### config.mk
export PLATFORM = sky130hd
export DESIGN_NAME = kmp_stream_matcher
export DESIGN_NICKNAME = d
export VERILOG_FILES = /design/src/kmp_pkg.sv /design/src/kmp_stream_matcher.sv /design/src/kmp_ram.sv
export SDC_FILE = /design/constraint.sdc
export NUM_CORES = 1
export LEC_CHECK = 0
export ABC_AREA = 1
export BUFFER_PORTS_ARGS = -buffer_cell sky130_fd_sc_hd__buf_2
export CORE_ASPECT_RATIO = 2
export CORE_MARGIN = 3
export CORE_UTILIZATION = 50
export CTS_BUF_LIST = sky130_fd_sc_hd__clkbuf_4 sky130_fd_sc_hd__clkbuf_8
export CTS_CLUSTER_SIZE = 28
export DETAILED_ROUTE_END_ITERATION = 10
export PLACE_DENSITY = 0.66
export SLEW_MARGIN = 20
export SYNTH_ARGS = -nofsm -noshare
export SYNTH_HDL_FRONTEND = slang
export SYNTH_HIERARCHICAL = 1
export SYNTH_SLANG_ARGS = --single-unit
### constraint.sdc
create_clock -name clk -period 8.6 [get_ports clk]
set_input_delay 1.72 -clock clk [delete_from_list [all_inputs] [get_ports clk]]
set_output_delay 1.72 -clock clk [all_outputs]
set_load 0.02 [all_outputs]
### src/kmp_pkg.sv
// ----------------------------------------------------------------------------
// kmp_pkg
// Shared constants for the streaming KMP matcher.
// ----------------------------------------------------------------------------
package kmp_pkg;

	localparam int MAX_PATTERN_DEF = 32;
	localparam int BYTE_W          = 8;
	localparam int POS_W           = 32;
	localparam int CMD_W           = 2;

	localparam logic [CMD_W-1:0] CMD_CLEAR  = 2'd0;
	localparam logic [CMD_W-1:0] CMD_APPEND = 2'd1;
	localparam logic [CMD_W-1:0] CMD_TEXT   = 2'd2;

endpackage

### src/kmp_stream_matcher.sv
// ----------------------------------------------------------------------------
// kmp_stream_matcher
// Streaming Knuth-Morris-Pratt byte matcher with an incrementally built table.
// ----------------------------------------------------------------------------
// Input beats carry a command in s_tuser (clear, append pattern byte, text
// byte) and a byte in s_tdata. Every input beat yields exactly one output
// beat: m_tuser flags a completed match or a dropped append, m_tdata holds
// the start index of the match (zero otherwise).
// Pattern bytes and the prefix table live in two synchronous RAMs. One
// lookup step reads at the current length, compares and falls back. A
// text byte or an append is taken, then may walk back through up to the
// current matched or prefix length before it finishes; clear and unused
// commands finish without any fallback step.
// One item is in work at a time; the input is taken again as soon as the
// lookup loop has handed its result to the output register.
// While the output beat is stalled the block still accepts the next item
// and runs its lookup, holding it at the finish until the output frees.
// Reset empties the pattern and the search; RAM contents need no clearing.
// ----------------------------------------------------------------------------
module kmp_stream_matcher #(
	parameter int MAX_PATTERN = kmp_pkg::MAX_PATTERN_DEF
) (
	input  logic        clk,
	input  logic        arst_n,
	input  logic        s_tvalid,
	output logic        s_tready,
	input  logic [7:0]  s_tdata,   // [7:0] data_byte
	input  logic [1:0]  s_tuser,   // [1:0] command
	output logic        m_tvalid,
	input  logic        m_tready,
	output logic [31:0] m_tdata,   // [31:0] match_start
	output logic [1:0]  m_tuser    // [0] found, [1] overflow
);

	localparam int AW = $clog2(MAX_PATTERN);
	localparam int LW = AW + 1;
	localparam int BW = kmp_pkg::BYTE_W;
	localparam int PW = kmp_pkg::POS_W;

	typedef enum logic {ST_IDLE, ST_CHECK} state_t;

	state_t                    state_q;
	logic [kmp_pkg::CMD_W-1:0] cmd_q;
	logic [BW-1:0]             byte_q;
	logic                      loop_q;
	logic                      ovf_q;
	logic [AW-1:0]             k_q;
	logic [LW-1:0]             pat_len_q;
	logic [AW-1:0]             build_q;
	logic [AW-1:0]             matched_q;
	logic [PW-1:0]             pos_q;

	logic          out_valid_q;
	logic [PW-1:0] out_start_q;
	logic          out_found_q;
	logic          out_ovf_q;

	logic [BW-1:0] pat_rd;
	logic [AW-1:0] pre_rd;
	logic [AW-1:0] rd_k;
	logic [AW-1:0] start_k;
	logic [AW-1:0] nk;
	logic          accept;
	logic          out_free;
	logic          pat_match;
	logic          done;
	logic          finish;
	logic          full;
	logic [LW-1:0] j;
	logic          hit;
	logic          wr_en;

	assign s_tready  = (state_q == ST_IDLE);
	assign accept    = s_tvalid && s_tready;
	assign out_free  = !out_valid_q || m_tready;
	assign full      = (pat_len_q == LW'(MAX_PATTERN));
	assign start_k   = (s_tuser == kmp_pkg::CMD_APPEND) ? build_q : matched_q;
	assign pat_match = (pat_rd == byte_q);
	assign done      = !loop_q || pat_match || (k_q == '0);
	assign nk        = (pre_rd < k_q) ? pre_rd : '0;
	assign finish    = (state_q == ST_CHECK) && done && out_free;
	assign j         = (loop_q && pat_match) ? (LW'(k_q) + LW'(1)) : '0;
	assign hit       = loop_q && (j == pat_len_q);
	assign wr_en     = finish && (cmd_q == kmp_pkg::CMD_APPEND) && !ovf_q;

	always_comb begin
		if (state_q == ST_IDLE) begin
			rd_k = start_k;
		end else if (!done) begin
			rd_k = nk;
		end else begin
			rd_k = k_q;
		end
	end

	kmp_ram #(.WIDTH(BW), .DEPTH(MAX_PATTERN)) u_pat_ram (
		.clk     (clk),
		.wr_en   (wr_en),
		.wr_addr (pat_len_q[AW-1:0]),
		.wr_data (byte_q),
		.rd_addr (rd_k),
		.rd_data (pat_rd)
	);

	// prefix entry for length k sits at index k-1
	kmp_ram #(.WIDTH(AW), .DEPTH(MAX_PATTERN)) u_pre_ram (
		.clk     (clk),
		.wr_en   (wr_en),
		.wr_addr (pat_len_q[AW-1:0]),
		.wr_data (j[AW-1:0]),
		.rd_addr (rd_k - AW'(1)),
		.rd_data (pre_rd)
	);

	always_ff @(posedge clk or negedge arst_n) begin
		if (!arst_n) begin
			state_q     <= ST_IDLE;
			cmd_q       <= kmp_pkg::CMD_CLEAR;
			byte_q      <= '0;
			loop_q      <= 1'b0;
			ovf_q       <= 1'b0;
			k_q         <= '0;
			pat_len_q   <= '0;
			build_q     <= '0;
			matched_q   <= '0;
			pos_q       <= '0;
			out_valid_q <= 1'b0;
			out_start_q <= '0;
			out_found_q <= 1'b0;
			out_ovf_q   <= 1'b0;
		end else begin
			if (out_valid_q && m_tready && !finish) begin
				out_valid_q <= 1'b0;
			end
			case (state_q)
				ST_IDLE: begin
					if (accept) begin
						state_q <= ST_CHECK;
						cmd_q   <= s_tuser;
						byte_q  <= s_tdata;
						k_q     <= start_k;
						ovf_q   <= (s_tuser == kmp_pkg::CMD_APPEND) && full;
						loop_q  <= (pat_len_q != '0) &&
							((s_tuser == kmp_pkg::CMD_TEXT) ||
							 ((s_tuser == kmp_pkg::CMD_APPEND) && !full));
					end
				end
				ST_CHECK: begin
					if (!done) begin
						k_q <= nk;
					end else if (out_free) begin
						state_q     <= ST_IDLE;
						out_valid_q <= 1'b1;
						out_found_q <= (cmd_q == kmp_pkg::CMD_TEXT) && hit;
						out_ovf_q   <= ovf_q;
						out_start_q <= ((cmd_q == kmp_pkg::CMD_TEXT) && hit) ?
							(pos_q + PW'(1) - PW'(pat_len_q)) : '0;
						case (cmd_q)
							kmp_pkg::CMD_CLEAR: begin
								pat_len_q <= '0;
								build_q   <= '0;
								matched_q <= '0;
								pos_q     <= '0;
							end
							kmp_pkg::CMD_APPEND: begin
								matched_q <= '0;
								pos_q     <= '0;
								if (!ovf_q) begin
									build_q   <= j[AW-1:0];
									pat_len_q <= pat_len_q + LW'(1);
								end
							end
							kmp_pkg::CMD_TEXT: begin
								pos_q <= pos_q + PW'(1);
								if (hit) begin
									matched_q <= build_q;
								end else if (pat_len_q != '0) begin
									matched_q <= j[AW-1:0];
								end
							end
							default: begin
							end
						endcase
					end
				end
				default: begin
					state_q <= ST_IDLE;
				end
			endcase
		end
	end

	assign m_tvalid = out_valid_q;
	assign m_tdata  = out_start_q;
	assign m_tuser  = {out_ovf_q, out_found_q};

	assert property (@(posedge clk) disable iff (!arst_n)
		pat_len_q <= LW'(MAX_PATTERN))
		else $error("pattern length beyond capacity");

	assert property (@(posedge clk) disable iff (!arst_n)
		(pat_len_q == '0) |-> (matched_q == '0 && build_q == '0))
		else $error("search state left over with empty pattern");

	assert property (@(posedge clk) disable iff (!arst_n)
		(pat_len_q != '0) |-> (LW'(matched_q) < pat_len_q && LW'(build_q) < pat_len_q))
		else $error("match or prefix length not below pattern length");

	assert property (@(posedge clk) disable iff (!arst_n)
		(state_q == ST_CHECK && loop_q) |-> (LW'(k_q) < pat_len_q))
		else $error("lookup index outside loaded pattern");

	assert property (@(posedge clk) disable iff (!arst_n)
		out_valid_q |-> !(out_found_q && out_ovf_q))
		else $error("match and overflow flagged on one beat");

endmodule

### src/kmp_ram.sv
// ----------------------------------------------------------------------------
// kmp_ram
// Single-port-write, single-port-read synchronous RAM, registered read.
// ----------------------------------------------------------------------------
module kmp_ram #(
	parameter int WIDTH = kmp_pkg::BYTE_W,
	parameter int DEPTH = kmp_pkg::MAX_PATTERN_DEF
) (
	input  logic                     clk,
	input  logic                     wr_en,
	input  logic [$clog2(DEPTH)-1:0] wr_addr,
	input  logic [WIDTH-1:0]         wr_data,
	input  logic [$clog2(DEPTH)-1:0] rd_addr,
	output logic [WIDTH-1:0]         rd_data
);

	logic [WIDTH-1:0] mem [DEPTH];

	always_ff @(posedge clk) begin
		if (wr_en) begin
			mem[wr_addr] <= wr_data;
		end
		rd_data <= mem[rd_addr];
	end

endmodule
==> flow_summary.toml <==
[detailed_routing]
drt-total-wl_um = 65800
wl_met2_um = 35910
drtAntennaViolNets = 0
vias = 18010
drt_iter0_markers = 1254
post-route-drc-count = 0
wl_met1_um = 21640
vias_per_cell = 5.571
wl_met3_um = 2832
top_layer_used = "met4"
first_pass_iters = 5
post_drt_wl_per_cell_um = 20.35

[sta]
rsz0062_at_grt = "no"
fin_crit_ps = 5241
min_period_over_period = 0.6094
worst_slew_pin_slew_ps = 972.1
fin_worst_skew_ps = 41.43
finalWorstSetupSlack_ps = 3359
slew_viol_final = 0
slew_headroom = 0.3519
finalSetupViolCount = 0
hold_viol = 0
fmax_ghz = 0.1908
tns_ps = 0

[cells_and_area]
syn_to_final_growth_pct = 8.263
final_common_cell = "nand2_1"
drive_gt1_frac = 0.09538
multi_input_area_um2 = 7834
final_cell_mix = "926 x nand2_1, 416 x edfxtp_1, 388 x nand3_1"
finish.utilization = 0.5519
num-fill-cells = 4383
regArea_um2 = 15280
fin_nets = 2573

[global_route]
first_global_vias = 18260
grt_util_all_layers = 0.2554
grt-ovfl-total = 0
grt_pass1_wl_um = 100700
antenna_found_initial = 1
grt_max_degree = 81

[clocking]
cts_tree = "done"
hold_buffers = 0
cts_resized = 0
cts_max_path_buffers = 3
path_clk_slew_ps = 60
insertion_delay_ps = 660
cts.sinks = 530
numCtsBuffers = 72
postCtsSetupBuffers = 0
cts-root-buf = "clkbuf_8"
htree_levels = 3

[setup_path]
crit_path_start = "s_tuser[0]"
startpoint_type = "primary input"
r2r_cells = 22
path_cells = "buf_2, inv_1, nor2_1, nand2_1, o211ai_1, o21ai_0, nor2_4, clkinv_2, buf_4, clkinv_2, buf_4, nand2_1, nand3_1, nand3_1, nand2_1, nand2_1, nand2_1, nand2_1, nand2_1"
required_ps = 9160
crit_path_end_kind = "flip-flop"
critPathMaxStageDelay_ps = 640
cp.arrival_ps = 5800
rr_endpoint = "u_pat_ram/rd_data[2]$_DFF_P_"
worstReg2RegStart = "byte_q[0]$_DFFE_PN0P_"
crit_type = "primary input to flip-flop"
reg2reg_slack_ps = 3360
endpoint = "u_pat_ram/rd_data[2]$_DFF_P_"
cpMostUsedCell = "nand2_1"
crit_slowest_cell = "nor2_4"
critPathMaxFanout = 70

[die]
rows = 113
num_io_pins = 50
core_area_um2 = 47790
dieArea_um2 = 51570
die_y_um = 318.2
floorplan.initialDensity = 0.5098
die-width_um = 162.1

[synthesis]
synthTopCellsByArea = "edfxtp_1 51%, nand2_1 14%, dfrtp_1 10%"
synth_edf_count = 416
dominantRegCellSynth = "edfxtp_1"
synth-async-reset-ratio = 0.1906
synth_fp_nets = 2527
ys_seq_area_frac = 0.6272
yosysTopAreaCellShare = 0.5127
synth.avg_cell_area_um2 = 9.761
yosysTopAreaCell = "edfxtp_1"
ys_ff_latch = 530
netlist_area_um2 = 24360
synth_cells = 2496
yosys_warnings = 6
ys_types = 43

[power_and_ir_drop]
p_int_mw = 5.055
p_total_mw = 8.774
p_leak_nw = 10.94
power.switching_mw = 3.719
peakVddDrop_v = 0.0001744
swShare = 0.4239
seqPwrFrac = 0.368
power_density_nw_per_um2 = 332.6
power_frac_clock = 0.228
p_comb_frac = 0.404

[status]
outcome = "complete, no violations"

[placement]
pre_cts_ws_ps = 2737
place.gp.congestion = 0.9671
portBuffers = 49
dpl.hpwl_um = 44770

[flow_run]
maxCapViolCount = 0

[hold_path]
hold_class = "flip-flop to flip-flop"
==> cell families (layout without fill, tap and decap cells) <==
kind of cell,count (synthesis),count (layout),synth area share
simple gates,1562,1562,0.2744
flops,530,530,0.6272
buf+inv,245,349,0.05228
compound gates,109,109,0.02496
xor+xnor,33,33,0.01217
fa+ha+maj,17,17,0.009039
other cells,0,1,0
==> worst min-delay path by stage <==
stage / startpoint / end / slack [ps] / cells past startpoint
after global placement: m_tdata[25]$_DFFE_PN0P_ / m_tdata[25]$_DFFE_PN0P_ / 460 / 2
after floorplan: matched_q[3]$_DFFE_PN0P_ / matched_q[3]$_DFFE_PN0P_ / 450 / 2
after global routing: matched_q[1]$_DFFE_PN0P_ / matched_q[1]$_DFFE_PN0P_ / 500 / 2
after detailed placement: m_tdata[30]$_DFFE_PN0P_ / m_tdata[30]$_DFFE_PN0P_ / 460 / 2
after CTS: m_tdata[30]$_DFFE_PN0P_ / m_tdata[30]$_DFFE_PN0P_ / 480 / 2
final: m_tdata[19]$_DFFE_PN0P_ / m_tdata[19]$_DFFE_PN0P_ / 480 / 2
==> final cells by class <==
class	count	area share
Tap cell	632	0.02998
Sequential cell	530	0.5793
Inverter	143	0.02068
Clock inverter	36	0.01063
Timing Repair Buffer	74	0.01651
Antenna cell	1	0.00009487
Multi-Input combinational cell	1721	0.2970
Clock buffer	96	0.04582
==> per-layer routing <==
layer / GRT usage / up-vias
met1: 0.2496 / 8653
met4: 0.1812 / 0
met3: 0.03345 / 262
met5: 0 / -
li1: - / 8488
met2: 0.4825 / 608
==> stage by stage <==
stage | hold WS (ps) | instances | instance area [um^2]
6_report | 475.7 | 3233 | 26380
2_1_floorplan | 449.2 | 2496 | 24360
4_1_cts | 478.6 | 3232 | 26370
3_3_place_gp | 459.8 | 3100 | 24890
5_1_grt | 504.1 | 3233 | 26380
3_5_place_dp | 461.0 | 3100 | 24890
==> Yosys cell counts, drive strengths merged (11+ instances only) <==
master	count
buf	84
clkbuf	18
o22ai	35
a21oi	12
o21ai	56
xor2	26
inv	140
ha	16
dfrtp	101
nand2	940
nand4	26
nor2	183
dfxtp	13
edfxtp	416
nand3	395
nand3b	11
==> critical path, delay by kind of cell <==
family / cells / cell delay (ps)
AND/OR/NAND/NOR: 11 / 2100
AO/OA/AOI/OAI: 2 / 310
buffers and inverters: 6 / 1570
==> state kept, by name, indices dropped and copies added (netlist names), 2 cells and up <==
name               flops
byte_q                 8
u_pre_ram/rd_data      5
cmd_q                  2
pos_q                 32
k_q                    5
build_q                5
pat_len_q              6
u_pre_ram/mem        160
u_pat_ram/mem        256
u_pat_ram/rd_data      8
matched_q              5
m_tdata               32
==> power by group through the flow <==
stage / sequential [mW] / combinational (mW) / clock [mW]
6_report: 3.23 / 3.55 / 2.00
5_1_grt: 3.24 / 3.93 / 2.14
4_1_cts: 3.22 / 3.54 / 2.04
3_5_place_dp: 3.28 / 3.53 / 0
3_3_place_gp: 3.27 / 3.48 / 0
2_1_floorplan: 3.30 / 2.57 / 0
Power figures use the tool's default switching activity.
